[src/hw/rtl/dmsh_ram.sv]
// ----------------------------------------------------------------------------
// dmsh_ram
// generic single-port synchronous ram with registered read
// ----------------------------------------------------------------------------
module dmsh_ram #(
    parameter int WIDTH = 8,
    parameter int DEPTH = 16
) (
    input  logic                     clk,
    input  logic                     we,
    input  logic [$clog2(DEPTH)-1:0] addr,
    input  logic [WIDTH-1:0]         wdata,
    output logic [WIDTH-1:0]         rdata
);
    logic [WIDTH-1:0] mem [DEPTH];

    always_ff @(posedge clk)
    begin
        if (we)
        begin
            mem[addr] <= wdata;
        end
        rdata <= mem[addr];
    end
endmodule

[config.mk]
export PLATFORM = sky130hd
export DESIGN_NAME = dmsh_ram
export DESIGN_NICKNAME = d
export VERILOG_FILES = /design/src/hw/rtl/dmsh_ram.sv
export SDC_FILE = /design/constraint.sdc
export NUM_CORES = 1
export LEC_CHECK = 0
export BUFFER_PORTS_ARGS = -buffer_cell sky130_fd_sc_hd__buf_2
export CORE_ASPECT_RATIO = 1.4
export CORE_UTILIZATION = 30
export DETAILED_ROUTE_END_ITERATION = 10
export PLACE_DENSITY = 0.48
export REMOVE_ABC_BUFFERS = 1
export SYNTH_ARGS = -nofsm -noshare
export SYNTH_HDL_FRONTEND = slang
export SYNTH_SLANG_ARGS = --single-unit
[constraint.sdc]
create_clock -name clk -period 2.2 [get_ports clk]
set_input_delay 0 -clock clk [delete_from_list [all_inputs] [get_ports clk]]
set_output_delay 0 -clock clk [all_outputs]
set_load 0.01 [all_outputs]
==> results of run 1 <==
## stage by stage
| step | total power, W | setup slack (ns) | utilization | cell area, µm² | hold WS, ns |
|---|---|---|---|---|---|
| 6_report | 0.00621 | 0.894 | 0.385 | 6280 | 0.199 |
| 5_1_grt | 0.00638 | 0.794 | 0.385 | 6280 | 0.218 |
| 4_1_cts | 0.00627 | 0.897 | 0.385 | 6280 | 0.187 |
| 3_5_place_dp | 0.00325 | 0.515 | 0.341 | 5560 | 0.398 |
| 3_3_place_gp | 0.00325 | 0.519 | 0.341 | 5560 | 0.390 |
| 2_1_floorplan | 0.00309 | 0.707 | - | 5010 | 0.0989 |
## cells by family after synthesis
kind of cell,count (synthesis),share of synthesized area
flops,136,0.790
buf+inv,11,0.0119
compound gates,16,0.0237
simple gates,35,0.0321
mux,32,0.142
## layer usage
layer | global-route usage | vias to the layer above
li1 | - | 1084
met1 | 0.142 | 1223
met2 | 0.223 | 30
met3 | 0.0225 | 10
met4 | 0.0734 | 0
met5 | 0 | -
## state kept, by name, summed over array words and instances, names as in the netlist
register and cells:
mem 128, rdata 8
## path summary, 6_finish.rpt
| path | slack (ns) | to | startpoint | cells after the start |
|---|---|---|---|---|
| hold reg to reg | 0.66 | rdata[4]$_DFF_P_ | mem[14][4]$_DFFE_PP_ | 3 |
| setup / recovery | 0.89 | rdata[6]$_DFF_P_ | mem[2][6]$_DFFE_PP_ | 3 |
| setup reg to reg | 0.89 | rdata[6]$_DFF_P_ | mem[2][6]$_DFFE_PP_ | 3 |
| hold / removal | 0.20 | mem[14][7]$_DFFE_PP_ | we | 3 |
## critical path, stage by stage (launching register included)
cell and delay, ns:
edfxtp_1 0.36, mux4_2 0.46, a22oi_1 0.29, nand2_1 0.08
## cell usage in the layout (no fill, tap or decap), types with 4 or more instances in the layout
master	instances
buf_4	21
dfxtp_1	8
clkbuf_16	17
clkinvlp_4	5
dlygate4sd3_1	8
nand2_1	9
a22oi_1	16
nor2_1	13
mux4_2	32
edfxtp_1	128
buf_2	21
bufinv_16	4
nor3_1	4
## what timing repair did
| item | CTS | global route |
|---|---|---|
| hold buffers | 8 | 0 |
| endpoints found under the hold margin | 128 | 0 |
| endpoints found under the setup margin | 0 | 0 |
## power by group through the flow
stage          clock (W)  sequential (W)  combinational [W]
2_1_floorplan          0         0.00297           0.000119
3_3_place_gp           0         0.00296           0.000282
3_5_place_dp           0         0.00297           0.000286
4_1_cts          0.00306         0.00291           0.000298
5_1_grt          0.00315         0.00292           0.000317
6_report         0.00301         0.00291           0.000289
## final cells by class
cell class / count / share of cell area
Sequential cell: 136 / 0.638
Clock inverter: 14 / 0.0315
Timing Repair Buffer: 52 / 0.0610
Clock buffer: 18 / 0.0700
Multi-Input combinational cell: 83 / 0.160
Tap cell: 199 / 0.0397
==> reports/qor.txt, run 1 <==
Vias - 2347
Sequential fraction of the synthesis area - 0.790
Setup crit start kind - flop
Status - completed
Clk slew on worst S/H paths - 0.06 ns
MaxCap Viol Count - 0
ANT cells - 0
Full die area - 17400 µm²
Filler cells - 1453
Final setup viols - 0
Share of the synthesized area in the top cell type - 0.759
Gate Count Post-Synth - 230
TNS Setup - 0 ns
Crit path capture type - flop
Met1 WL - 4010 µm
Dpl cells - 462
Mean Syn Cell Area - 22.0 µm²
Post-Syn Area - 5070 µm²
Most used standard cells in the synthesized netlist - 128 x edfxtp_1, 32 x mux4_2, 16 x a22oi_1
Die X - 112 µm
DRT Wirelength - 9910 µm
Clock sinks - 136
Vert. Die Dim - 156 µm
Std cell rows - 55
CP arrival - 1.60 ns
Period utilization - 0.594
Clock Tree Buf Depth - 2
# DRC - 0
Nets@finish - 304
Reg area - 4000 µm²
Post-DR vias/cell - 4.68
Fin Clk Skew - 0.00695 ns
Ports - 22
Layout cells sized above 1 - 0.360
Core Region - 16300 µm²
Worst-Skew Late Latency - 0.41 ns
Clock power frac - 0.484
Final non-filler cell total - 502
First-pass GRT wire length - 15300 µm
Area occupied by multi-input gates - 1000 µm²
Slew @ Worst Pin - 0.630 ns
Initial antenna violation count - 0
Slew HR - 0.579
Fin. max-slew vios - 0
Maximum VDD drop - 0.000394 V
Number of global-route vias before repair - 2570
DR WL/cell - 19.7 µm
Tmin final - 1.31 ns
Initial DRC Count - 164
Post-synth top area cell - edfxtp_1
DRT antenna net count - 0
Crit path required time - 2.50 ns
Int Pwr - 0.00496 W
Cell with the most instances after synthesis - edfxtp_1
Leak - 2.08 nW
Synth Flop Type - edfxtp_1
Total global routing track utilization - 0.126
Setup bufs post-CTS - 0
Part of the power in registers - 0.469
Placer Congestion - 0.672
Max FO, Critical Path - 1
Top Metal Used - met4
Yosys Warn Count - 0
# resized after CTS - 0
TritonCTS Buffers - 17
DR WL met3 - 208 µm
Post-DP HPWL - 6680 µm
RSZ-0062 raised after global routing - false
Flops & latches, synth - 136
Starting Density - 0.311
Comb pwr share - 0.047
Met2 routed wirelength - 5520 µm
Async SR Flop Fraction - 0
Aggregate global routing overflow - 0
HP Class - input pin to flop
Switch share - 0.201
Root buf cell - clkbuf_16
Largest net degree at the start of global routing - 22
Pre-antenna DRT Iters - 5
Synth cell types - 18
Synth area leaders - edfxtp_1 76%, mux4_2 14%, dfxtp_1 3.2%
Hold Fails Final Rpt - 0
PD cells - 989 nW/µm²
Port Buffer Count - 21
Switching Power - 0.00125 W
CTS tree - built
Setup CP Type - flop to flop
Post-synth EDFFs - 128
Peak Freq - 765 MHz
Htree depth - 4
Area Overhead vs Synth - 23.9%
No activity file was read; power rests on OpenSTA's default activity.
==> run 2, diff against run 1 <==
==> constraint.sdc (replaced) <==
create_clock -name clk -period 1.3 [get_ports clk]
set_input_delay 0 -clock clk [delete_from_list [all_inputs] [get_ports clk]]
set_output_delay 0 -clock clk [all_outputs]
set_load 0.01 [all_outputs]
==> run 2 against run 1 <==
Non-clock buffer count rose by 13. First-iteration DRC count fell by 37%. Largest cell class unchanged. Register-to-register slack got worse by 0.85 ns. Largest power group is now registers.
==> reports/qor.txt, run 2 (synthesized netlist as in run 1, its figures left out) <==
Vert. Die Dim - 156 µm
Largest regs - mem (128), rdata (8)
Clk slew on worst S/H paths - 0.06 ns
Setup slack after placement - -0.183 ns
Worst R2R End - rdata[1]$_DFF_P_
ANT cells - 0
Cells on worst reg2reg path - 3
Largest net degree at the start of global routing - 24
Root buf cell - clkbuf_16
HP Class - input pin to flop
Port Buffer Count - 21
Peak Freq - 797 MHz
Status - completed
Hold Crit Depth - 1
Post-DP HPWL - 7010 µm
Setup crit start kind - flop
Tmin final - 1.25 ns
Placer Congestion - 0.702
Area Overhead vs Synth - 26.7%
R2r setup slk - 0.05 ns
Most frequent cells in the layout - 128 x edfxtp_1, 32 x mux4_2, 31 x buf_4
Slew @ Worst Pin - 0.929 ns
MaxCap Viol Count - 0
Final setup viols - 0
Crit path required time - 1.58 ns
WHS Endpoint - mem[6][0]$_DFFE_PP_
Largest register by flop count - mem
Number of global-route vias before repair - 2687
Die X - 112 µm
TritonCTS Buffers - 17
Total global routing track utilization - 0.126
Final non-filler cell total - 515
Pre-antenna DRT Iters - 4
Core Region - 16300 µm²
Most common cell after layout, fill and taps aside - edfxtp_1
TNS Setup - 0 ns
DRT antenna net count - 0
Hold Worst Slack - 0.00588 ns
Post-DR vias/cell - 4.75
Initial antenna violation count - 0
Hold_sp - wdata[0]
Crit path capture type - flop
DR WL/cell - 19.4 µm
Std cell rows - 55
Fin. max-slew vios - 0
Full die area - 17400 µm²
Worst-Skew Late Latency - 0.40 ns
CP arrival - 1.54 ns
Setup ws final - 0.0450 ns
Final core occ - 0.394
Leak - 2.16 nW
RSZ-0062 raised after global routing - false
Htree depth - 4
Clock sinks - 136
RR Startpoint - mem[11][1]$_DFFE_PP_
PD cells - 1600 nW/µm²
CTS tree - built
Max FO, Critical Path - 1
Setup CP Type - flop to flop
Initial DRC Count - 103
Setup bufs post-CTS - 0
Fin Clk Skew - 0.00638 ns
Aggregate global routing overflow - 0
Dpl cells - 476
Starting Density - 0.311
Maximum VDD drop - 0.000844 V
Clock Tree Buf Depth - 2
Vias - 2445
Nets@finish - 317
# DRC - 0
DRT Wirelength - 9970 µm
Layout cells sized above 1 - 0.399
Max FFs per register - 128
Slew HR - 0.380
Ports - 22
Hold Fails Final Rpt - 0
First-pass GRT wire length - 15700 µm
Period utilization - 0.965
==> run 2: cell types whose count changed in the layout (fill, tap and decap cells not counted), sizes merged <==
cell | before | now
inv | 2 | 0
buf | 44 | 58
clkinvlp | 5 | 2
bufinv | 4 | 3
clkbuf | 18 | 24
dlygate4sd3 | 8 | 7
==> run 2: power by group <==
part | internal (W) | switching [W] | total, W | leakage [nW]
clock network | 0.00316 | 0.00165 | 0.00481 | 0.290
registers | 0.00490 | 0.0000239 | 0.00493 | 1.22
logic | 0.000256 | 0.000287 | 0.000543 | 0.646
total | 0.00832 | 0.00196 | 0.0103 | 2.16
==> run 2: worst max path at each step <==
stage / from / endpoint / slack (ns) / depth (start not counted)
global route: mem[3][5]$_DFFE_PP_ / rdata[5]$_DFF_P_ / 0.003 / 3
finish: mem[11][1]$_DFFE_PP_ / rdata[1]$_DFF_P_ / 0.05 / 3
detailed placement: addr[0] / rdata[1]$_DFF_P_ / -0.18 / 6
global placement: addr[0] / rdata[1]$_DFF_P_ / -0.18 / 6
CTS: mem[3][7]$_DFFE_PP_ / rdata[7]$_DFF_P_ / 0.003 / 3
floorplan: addr[2] / mem[0][0]$_DFFE_PP_ / -0.19 / 2
==> run 2: what timing repair did <==
item,in CTS,in global routing
pin swaps,0,3
endpoints found under the setup margin,3,7
resized for setup,3,4
hold endpoints to repair,100,0
cloned,0,0
hold buffers,7,0
==> run 2: layout make-up <==
cell class	count	area [µm²]
clock buffer	24	482
timing repair buffer	65	528
sequential	136	4000
tap	199	249
clock inverter	8	120
multi-input combinational	83	1040
fill	1428	9890
==> run 2: stage by stage <==
stage,instance area (µm²),total power (W)
after CTS,6400,0.0104
after global placement,5710,0.00554
final,6420,0.0103
after global routing,6420,0.0106
after detailed placement,5710,0.00555
after floorplan,5010,0.00523
==> run 2: metal layers <==
layer / track usage / wire length, µm / share of wire / vias to the layer above
met2: 0.228 / 5460 / 0.55 / 37
li1: - / - / - / 1106
met4: 0.0560 / 209 / 0.021 / 0
met1: 0.143 / 4110 / 0.41 / 1286
met3: 0.0237 / 200 / 0.020 / 16
met5: 0 / 0 / 0 / -
==> run 2: critical path, stage by stage (launching register included) <==
cell and delay (ns):
edfxtp_1 0.36, mux4_2 0.49, a22oi_2 0.21, nand2_1 0.09
