**src/hw/rtl/dmsh_pkg.sv**
```systemverilog
// ----------------------------------------------------------------------------
// dmsh_pkg
// shared types and constants for the double-modulus substring hash block
// ----------------------------------------------------------------------------
package dmsh_pkg;

    localparam int MAX_LEN   = 4096;
    localparam int ADDR_W    = $clog2(MAX_LEN);
    localparam int LEN_W     = $clog2(MAX_LEN + 1);
    localparam int WORD_W    = 30;
    localparam int ENTRY_W   = 2 * WORD_W;
    localparam int HASH_W    = 60;
    localparam int KIND_W    = 2;
    localparam int STATUS_W  = 2;
    localparam int CFG_IDX_W = 2;

    localparam logic [KIND_W-1:0] KIND_CLEAR  = 2'd0;
    localparam logic [KIND_W-1:0] KIND_APPEND = 2'd1;
    localparam logic [KIND_W-1:0] KIND_QUERY  = 2'd2;

    localparam logic [STATUS_W-1:0] ST_OK        = 2'd0;
    localparam logic [STATUS_W-1:0] ST_BAD_RANGE = 2'd1;
    localparam logic [STATUS_W-1:0] ST_FULL      = 2'd2;

    localparam logic [CFG_IDX_W-1:0] REG_MOD_ONE  = 2'd0;
    localparam logic [CFG_IDX_W-1:0] REG_MOD_TWO  = 2'd1;
    localparam logic [CFG_IDX_W-1:0] REG_BASE_ONE = 2'd2;
    localparam logic [CFG_IDX_W-1:0] REG_BASE_TWO = 2'd3;

    localparam logic [WORD_W-1:0] MOD_RESET    = 30'd998244353;
    localparam logic [WORD_W-1:0] BASE1_RESET  = 30'd9001;
    localparam logic [WORD_W-1:0] BASE2_RESET  = 30'd9007;

    // width of a reduction operand: 60-bit product plus addend
    localparam int RED_W = 61;

    typedef struct packed {
        logic [KIND_W-1:0]  kind;
        logic [7:0]         char_byte;
        logic [12:0]        range_start;
        logic [12:0]        range_end;
    } in_item_t;

    typedef struct packed {
        logic [HASH_W-1:0]   hash_value;
        logic [STATUS_W-1:0] status;
    } out_item_t;

    typedef struct packed {
        logic [CFG_IDX_W-1:0] index;
        logic [WORD_W-1:0]    data;
    } cfg_item_t;

    typedef enum logic [4:0] {
        S_IDLE,
        S_RD_A,
        S_WAIT_A,
        S_LOAD_A,
        S_APP_P1,
        S_APP_H1,
        S_APP_P2,
        S_APP_H2,
        S_APP_WR,
        S_RD_B,
        S_WAIT_B,
        S_Q_RED_HR1,
        S_Q_RED_HR2,
        S_Q_RED_HL1,
        S_Q_RED_HL2,
        S_Q_RED_PW1,
        S_Q_RED_PW2,
        S_Q_MUL1,
        S_Q_MUL2,
        S_Q_NUM1,
        S_Q_NUM2,
        S_Q_COMB,
        S_OUT
    } state_t;

    typedef struct packed {
        logic                start;
        logic [RED_W-1:0]    operand;
        logic [WORD_W-1:0]   modulus;
    } red_req_t;

    typedef struct packed {
        logic                done;
        logic [WORD_W-1:0]   remainder;
    } red_rsp_t;

endpackage

```
**src/hw/rtl/dmsh_reducer.sv**
```systemverilog
// ----------------------------------------------------------------------------
// dmsh_reducer
// bit-serial restoring reduction of a 61-bit operand by a runtime modulus
// ----------------------------------------------------------------------------
module dmsh_reducer (
    input  logic              clk,
    input  logic              rst_n,
    input  dmsh_pkg::red_req_t req,
    output dmsh_pkg::red_rsp_t rsp
);
    import dmsh_pkg::*;

    localparam int CNT_W = $clog2(RED_W + 1);

    logic [RED_W-1:0]  op_reg, op_next;
    logic [WORD_W:0]   rem_reg, rem_next;
    logic [WORD_W-1:0] mod_reg, mod_next;
    logic [CNT_W-1:0]  cnt_reg, cnt_next;
    logic              busy_reg, busy_next;
    logic              done_reg, done_next;
    logic [WORD_W+1:0] shifted;
    logic [WORD_W+1:0] diff;

    always_comb
    begin
        shifted   = {rem_reg, op_reg[RED_W-1]};
        diff      = shifted - {2'b00, mod_reg};
        op_next   = op_reg;
        rem_next  = rem_reg;
        mod_next  = mod_reg;
        cnt_next  = cnt_reg;
        busy_next = busy_reg;
        done_next = 1'b0;
        if (req.start)
        begin
            op_next   = req.operand;
            rem_next  = '0;
            mod_next  = (req.modulus == '0) ? WORD_W'(1) : req.modulus;
            cnt_next  = CNT_W'(RED_W);
            busy_next = 1'b1;
        end
        else if (busy_reg)
        begin
            op_next  = {op_reg[RED_W-2:0], 1'b0};
            rem_next = diff[WORD_W+1] ? shifted[WORD_W:0] : diff[WORD_W:0];
            cnt_next = cnt_reg - CNT_W'(1);
            if (cnt_reg == CNT_W'(1))
            begin
                busy_next = 1'b0;
                done_next = 1'b1;
            end
        end
    end

    always_ff @(posedge clk or negedge rst_n)
    begin
        if (!rst_n)
        begin
            busy_reg <= 1'b0;
            done_reg <= 1'b0;
            cnt_reg  <= '0;
        end
        else
        begin
            busy_reg <= busy_next;
            done_reg <= done_next;
            cnt_reg  <= cnt_next;
        end
    end

    always_ff @(posedge clk)
    begin
        op_reg  <= op_next;
        rem_reg <= rem_next;
        mod_reg <= mod_next;
    end

    assign rsp.done      = done_reg;
    assign rsp.remainder = rem_reg[WORD_W-1:0];
endmodule

```
**config.mk**
```make
export PLATFORM = sky130hd
export DESIGN_NAME = dmsh_reducer
export DESIGN_NICKNAME = d
export VERILOG_FILES = /design/src/hw/rtl/dmsh_pkg.sv /design/src/hw/rtl/dmsh_reducer.sv
export SDC_FILE = /design/constraint.sdc
export NUM_CORES = 1
export LEC_CHECK = 0
export ABC_AREA = 1
export BUFFER_PORTS_ARGS = -buffer_cell sky130_fd_sc_hd__buf_2
export CORE_MARGIN = 2
export CORE_UTILIZATION = 55
export CTS_CLUSTER_DIAMETER = 150
export DETAILED_ROUTE_END_ITERATION = 8
export PLACE_DENSITY = 0.77
export REMOVE_ABC_BUFFERS = 1
export SLEW_MARGIN = 20
export SYNTH_ARGS = -nofsm -noshare
export SYNTH_HDL_FRONTEND = slang
export SYNTH_SLANG_ARGS = --single-unit
```
**constraint.sdc**
```tcl
create_clock -name clk -period 4.1 [get_ports clk]
set_input_delay 1.23 -clock clk [delete_from_list [all_inputs] [get_ports clk]]
set_output_delay 1.23 -clock clk [all_outputs]
set_load 0.02 [all_outputs]
```
==> results_dict.tcl, run 1 <==
set metrics [dict create \
    status "complete, no violations" \
    grt_pass1_wl_mm 31.2 \
    tritoncts "built" \
    cpPeakStageDelay_ps 380 \
    grt_setup_unrepaired "false" \
    tightest_slew_ps 716 \
    path_common_cell "nand2_1" \
    hold_viol 0 \
    setup_tns_ps 0 \
    design.core.area_mm2 0.0146 \
    nets 1375 \
    num_io_pins 125 \
    synthCells 1183 \
    postCtsResizedCells 0 \
    synth_seq_cells 130 \
    synth_area_mm2 0.00833 \
    overflow 0 \
    io_buffers 124 \
    postCtsHoldBufs 0 \
    die_x_um 127 \
    first_pass_iters 7 \
    leakagePower_nw 5.24 \
    final_util_pct 64.1 \
    path_max_fanout 31 \
    relSlewSlack_pct 52.3 \
    mostFrequentLayoutCells "535 x nand2_1, 195 x inv_1, 123 x buf_2" \
    avgSynthCellArea_um2 7.04 \
    gp_congestion 0.940 \
    setup_violations 0 \
    critical_path_class "flip-flop to flip-flop" \
    clk_path_buf_depth 2 \
    drc 0 \
    dieHeight_um 127 \
    start_kind "flip-flop" \
    cts_buffers 17 \
    cp_slowest_cell "ha_1" \
    cts_num_sinks 130 \
    path_clk_slew_ps 60 \
    cts_max_level 4 \
    antenna_found_initial 2 \
    start_util_pct 56.9 \
    cts_setup_buffers 0 \
    drive_gt1_share_pct 14.8 \
    required_ps 4420 \
    row_count 44 \
    fin_crit_sh_pct 58.0 \
    fillers 1304 \
    synth_seq_area_share_pct 42.7 \
    viasPerCell 4.89 \
    ant_nets 0 \
    ctsRootBufferMaster "clkbuf_16" \
    slew_violations 0 \
    yosys_warnings 0 \
    cp-end-kind "flip-flop" \
    crit_arrival_ps 2690 \
    synth_cell_type_count 35 \
    place_hpwl_mm 13.6 \
    grt_use_total_pct 24.1 \
    largest_reg_flops 61 \
    routedWlPerCell_um 12.9 \
    routed_wirelength_mm 18.6 \
    path_cells "ha_1 -> nand2_2 -> inv_2 -> nand2_1 -> nand2_1 -> nand2_1 -> nand2_1 -> a21oi_2 -> nand3_1 -> nand2_4 -> nand2_1 -> nand3_1 -> nand2_1" \
    hold_class "flip-flop to flip-flop" \
    fmax_mhz 421 \
    die_area_mm2 0.0161 \
    clk_latency_ps 430 \
    area_delta_synth_final_pct 12.8 \
    drtIter0Drc 374 \
    peakVddDrop_uv 302 \
    grt_max_degree 73 \
    fin_skew_ps 13.4 \
    dr_total_vias 7067 \
    p_per_area_mw_per_mm2 404 \
    max-cap-violations 0 \
    final_common_cell "nand2_1" \
    period_needed_ps 2380 \
    grt_pass1_vias 6946 \
]
[path summary, 6_finish.rpt]
| check | startpoint | endpoint | slack (ps) | depth (start not counted) |
|---|---|---|---|---|
| worst min register to register | rem_reg[1] | rem_reg[1] | 490 | 2 |
| worst max-delay path | rem_reg[17] | rem_reg[12] | 1720 | 13 |
| min in group asynchronous | rst_n | done_reg | 640 | 1 |
| worst max register to register | rem_reg[17] | rem_reg[12] | 1720 | 13 |
| max in group asynchronous | rst_n | cnt_reg[4] | 3290 | 1 |
| worst min-delay path | rem_reg[1] | rem_reg[1] | 490 | 2 |
[synth_stat cells]
library cell  count  area (µm²)
nand2_1         535        2010
inv_1           196         736
edfxtp_1         91        2730
nand3_1          62         310
clkbuf_1         48         180
nor2_1           45         169
ha_1             32         400
buf_4            31         233
dfxtp_1          31         621
a21oi_1          20         100
xnor2_1          13         114
nand4_1           9        56.3
dfrtp_1           8         200
and2_1            7        43.8
nand2_2           7        43.8
nor4_1            7        43.8
buf_6             5        56.3
nand2_4           5        56.3
nor3_1            5        25.0
o21ai_0           4        20.0
o21ai_1           4        20.0
inv_2             3        11.3
o21bai_1          2        15.0
xor2_1            2        17.5
a21o_1            1        7.51
a21oi_2           1        8.76
and2_4            1        8.76
fa_1              1        20.0
nand3_2           1        10.0
nand3b_1          1        7.51
nor2_2            1        6.26
nor2_4            1        11.3
nor3_2            1        10.0
nor3_4            1        16.3
o22ai_1           1        6.26
[metrics by stage]
| step | worst slack, ps | cells | hold slack (ps) | cell area (µm²) | power [W] |
|---|---|---|---|---|---|
| after floorplan | 159 | 1099 | 464 | 7860 | 0.00199 |
| after global placement | 1360 | 1413 | 475 | 8760 | 0.00217 |
| after detailed placement | 1300 | 1413 | 479 | 8760 | 0.00219 |
| after CTS | 1730 | 1445 | 486 | 9390 | 0.00381 |
| after global routing | 1480 | 1446 | 511 | 9390 | 0.00397 |
| final | 1720 | 1446 | 489 | 9390 | 0.00379 |
[report_power, final]
| group | total, W | switching [W] | internal [W] |
|---|---|---|---|
| clock | 0.00163 | 0.000603 | 0.00103 |
| combinational | 0.000606 | 0.000390 | 0.000216 |
| sequential | 0.00156 | 0.0000440 | 0.00152 |
[worst max-delay path, delay by kind of cell (launching register included)]
kind	cells	cell delay [ps]
adders and majority gates	1	380
and+or+nand+nor	10	1250
AOI/OAI and AO/OA	1	260
buffers and inverters	1	40
DFF	1	340
[logic make-up (layout without fill, tap and decap cells)]
| group | Yosys count | after routing | synth area share [%] |
|---|---|---|---|
| compound gates | 33 | 33 | 2.13 |
| buf+inv | 283 | 361 | 14.6 |
| flops | 130 | 130 | 42.7 |
| other cells | 0 | 1 | 0 |
| xor+xnor | 15 | 15 | 1.58 |
| fa+ha+maj | 33 | 33 | 5.05 |
| simple gates | 689 | 689 | 33.9 |
[area by class of cell]
| cell class | instances | area [µm²] | share of cell area, % |
|---|---|---|---|
| multi-input combinational | 770 | 3560 | 37.9 |
| sequential | 130 | 3550 | 37.8 |
| inverter | 199 | 747 | 7.95 |
| timing repair buffer | 130 | 668 | 7.11 |
| clock buffer | 18 | 429 | 4.57 |
| tap | 184 | 230 | 2.45 |
| clock inverter | 14 | 203 | 2.16 |
| antenna | 1 | 2.50 | 0.0266 |
[layer usage]
layer  wire length [µm]  up-vias  global-route usage (%)
met5                  0        -                       0
met4                330        0                    7.24
met3               1200       30                    7.08
met2               8780      189                    40.5
met1               8330     3156                    30.4
li1                   -     3692                       -
Power figures use the tool's default switching activity.
==> inputs of run 2 (changes only) <==
--- a/config.mk
+++ b/config.mk
@@ -5,13 +5,13 @@
 export SDC_FILE = /design/constraint.sdc
 export NUM_CORES = 1
 export LEC_CHECK = 0
-export ABC_AREA = 1
+export ABC_AREA = 0
 export BUFFER_PORTS_ARGS = -buffer_cell sky130_fd_sc_hd__buf_2
 export CORE_MARGIN = 2
 export CORE_UTILIZATION = 55
 export CTS_CLUSTER_DIAMETER = 150
 export DETAILED_ROUTE_END_ITERATION = 8
-export PLACE_DENSITY = 0.77
+export PLACE_DENSITY = 0.78
 export REMOVE_ABC_BUFFERS = 1
 export SLEW_MARGIN = 20
 export SYNTH_ARGS = -nofsm -noshare
==> constraint.sdc (replaced) <==
create_clock -name clk -period 2.3 [get_ports clk]
set_input_delay 0.69 -clock clk [delete_from_list [all_inputs] [get_ports clk]]
set_output_delay 0.69 -clock clk [all_outputs]
set_load 0.02 [all_outputs]
==> run 2 against run 1 <==
Compared with the run above: the run now ends with setup timing left; count of clock-buffer cells in the layout decreased by 1; clock skew decreased by 8.0 ps; first-iteration DRC count decreased by 0.53%; critical path depth increased by 1; fmax decreased by 16%; highest routed layer unchanged; critical endpoint is now rem_reg[24]; synthesized cell count decreased by 43%; synthesized area decreased by 12%; die area decreased by 11%; routed wire length increased by 7.0%; sequential cell count unchanged; clock power increased by 64%; sequential power increased by 110%.
==> results_dict.tcl, run 2 <==
set metrics [dict create \
    status "finished, violations left" \
    violations "setup timing" \
    grt_use_total_pct 27.7 \
    required_ps 2640 \
    routed_wirelength_mm 19.9 \
    synthCells 671 \
    fin_skew_ps 5.35 \
    tightest_slew_ps 508 \
    gp_congestion 0.952 \
    crit_arrival_ps 3180 \
    ctsRootBufferMaster "clkbuf_16" \
    yosys_warnings 0 \
    critical_path_class "flip-flop to flip-flop" \
    drive_gt1_share_pct 48.3 \
    synth_commonest_cells "91 x edfxtp_1, 60 x mux2_2, 48 x clkbuf_1" \
    io_buffers 124 \
    postCtsHoldBufs 0 \
    ant_nets 0 \
    placed_area_mm2 0.00864 \
    ff2ff_setup_slack_ps -540 \
    synth_cell_type_count 57 \
    period_needed_ps 2840 \
    max-cap-violations 0 \
    drc 0 \
    synth_edf_count 91 \
    final_util_pct 75.1 \
    start_kind "flip-flop" \
    post-place-cells 1000 \
    dieHeight_um 120 \
    leakagePower_nw 4.28 \
    drtIter0Drc 372 \
    area_delta_synth_final_pct 34.3 \
    synth_top_area_share_pct 37.2 \
    first_pass_iters 7 \
    synth_seq_area_share_pct 48.4 \
    mostFrequentLayoutCells "123 x buf_2, 116 x buf_4, 91 x edfxtp_1" \
    setup_violations 31 \
    slew_violations 0 \
    antennaDiodeCount 0 \
    dr_total_vias 6064 \
    start_util_pct 55.9 \
    hold_viol 0 \
    grt_pass1_vias 6185 \
    async_reset_ff_share_pct 6.15 \
    grt_pass1_wl_mm 30.8 \
    total_power_w 0.0139 \
    cts_buffers 17 \
    grt_setup_unrepaired "true" \
    overflow 0 \
    synth_area_mm2 0.00734 \
    design.core.area_mm2 0.0131 \
    hold_class "input port to asynchronous set/reset pin" \
    peakVddDrop_uv 664 \
    synth_seq_cells 130 \
    cts_num_sinks 130 \
    nets 988 \
    synthFlopType "edfxtp_1" \
    num_io_pins 125 \
    place_hpwl_mm 12.8 \
    final_cells 1050 \
    die_area_mm2 0.0143 \
    p_per_area_mw_per_mm2 1410 \
    synth_largest_area_cell "edfxtp_1" \
    synthTopCellsByArea "edfxtp_1 37%, mux2_2 9.2%, dfxtp_1 8.5%, ha_1 5.5%, mux2i_1 3.4%" \
    viasPerCell 5.78 \
    largest_reg_flops 61 \
    relSlewSlack_pct 66.1 \
    fmax_mhz 352 \
    path_clk_slew_ps 60 \
    fin_area_mm2 0.00986 \
    row_count 42 \
    clk_latency_ps 430 \
    clk_path_buf_depth 2 \
    grt_max_degree 53 \
    final_common_cell "buf_2" \
    synth.most_common_cell "edfxtp_1" \
    cp-end-kind "flip-flop" \
    setup_ws_ps -541 \
    fin_crit_sh_pct 124 \
    tritoncts "built" \
    path_max_fanout 4 \
    antenna_found_initial 0 \
    die_x_um 120 \
    routedWlPerCell_um 19.0 \
    cts_max_level 4 \
    avgSynthCellArea_um2 10.9 \
]
[run 2: cell count changes in the layout (fill, tap and decap cells not counted), moves of 15 or more]
cell / previous run / this run
buf_4: 7 / 116
nand2_1: 535 / 37
inv_1: 195 / 34
a211oi_1: 0 / 15
mux2i_1: 0 / 17
nand3_1: 62 / 5
mux2_2: 0 / 60
[run 2: worst paths after layout]
path / start / to / cells past startpoint
setup reg to reg: op_reg[60] / rem_reg[24] / 14
min in group clk: req[7] / mod_reg[7] / 1
max in group asynchronous: rst_n / cnt_reg[1] / 1
hold / removal: rst_n / cnt_reg[5] / 1
hold reg to reg: cnt_reg[5] / cnt_reg[5] / 2
setup / recovery: op_reg[60] / rem_reg[24] / 14
[run 2: critical path, stage by stage (launching register included)]
cell and delay, ps:
edfxtp_1 410, inv_1 90, ha_1 190, inv_1 80
fa_2 370, a211oi_2 260, o21ai_2 140, o2111ai_2 180
nand2_1 110, o221ai_2 140, buf_4 150, o31a_1 170
xnor2_2 120, mux2i_1 110, a211oi_1 220
[run 2: area by class of cell]
cell class | instances | area [µm²]
Clock buffer | 17 | 425
Clock inverter | 15 | 156
Fill cell | 811 | 3270
Inverter | 42 | 158
Multi-Input combinational cell | 417 | 3590
Sequential cell | 130 | 3550
Tap cell | 176 | 220
Timing Repair Buffer | 253 | 1760
[run 2: where the power goes]
| group | total, W | internal (W) | switching, W |
|---|---|---|---|
| sequential | 0.00324 | 0.00295 | 0.000287 |
| clock | 0.00268 | 0.00160 | 0.00108 |
| combinational | 0.00794 | 0.00407 | 0.00387 |
| total | 0.0139 | 0.00863 | 0.00523 |
[run 2: stage by stage]
| step | hold slack [ps] | worst slack (ps) | TNS, ps |
|---|---|---|---|
| 6_report | 91.5 | -541 | -12390 |
| 5_1_grt | 100 | -630 | -15200 |
| 4_1_cts | 89.4 | -341 | -8370 |
| 3_5_place_dp | 523 | -731 | -12610 |
| 3_3_place_gp | 505 | -580 | -9120 |
| 2_1_floorplan | 394 | -874 | -76900 |
[run 2: metal layers]
metal	global-route usage (%)	wire length (µm)
met1	31.5	7370
met2	48.2	10000
met3	7.84	1720
met4	12.6	828
met5	0	0
[run 2: timing repair]
| action | 4_1_cts | 5_1_grt |
|---|---|---|
| endpoints found under the setup margin | 31 | 31 |
| gates cloned | 3 | 1 |
| pin swaps | 42 | 13 |
| gates resized for setup | 57 | 31 |
| setup buffers | 11 | 3 |
[run 2: logic make-up (layout without fill, tap and decap cells)]
| kind of cell | after synthesis | in the layout | synth area share (%) |
|---|---|---|---|
| adder cells (fa/ha/maj) | 33 | 33 | 5.72 |
| buffers and inverters | 124 | 327 | 8.33 |
| AND/OR/NAND/NOR | 144 | 144 | 9.52 |
| XOR/XNOR | 34 | 34 | 4.31 |
| multiplexers | 85 | 85 | 12.6 |
| AO/OA/AOI/OAI | 121 | 121 | 11.1 |
| flip-flops | 130 | 130 | 48.4 |
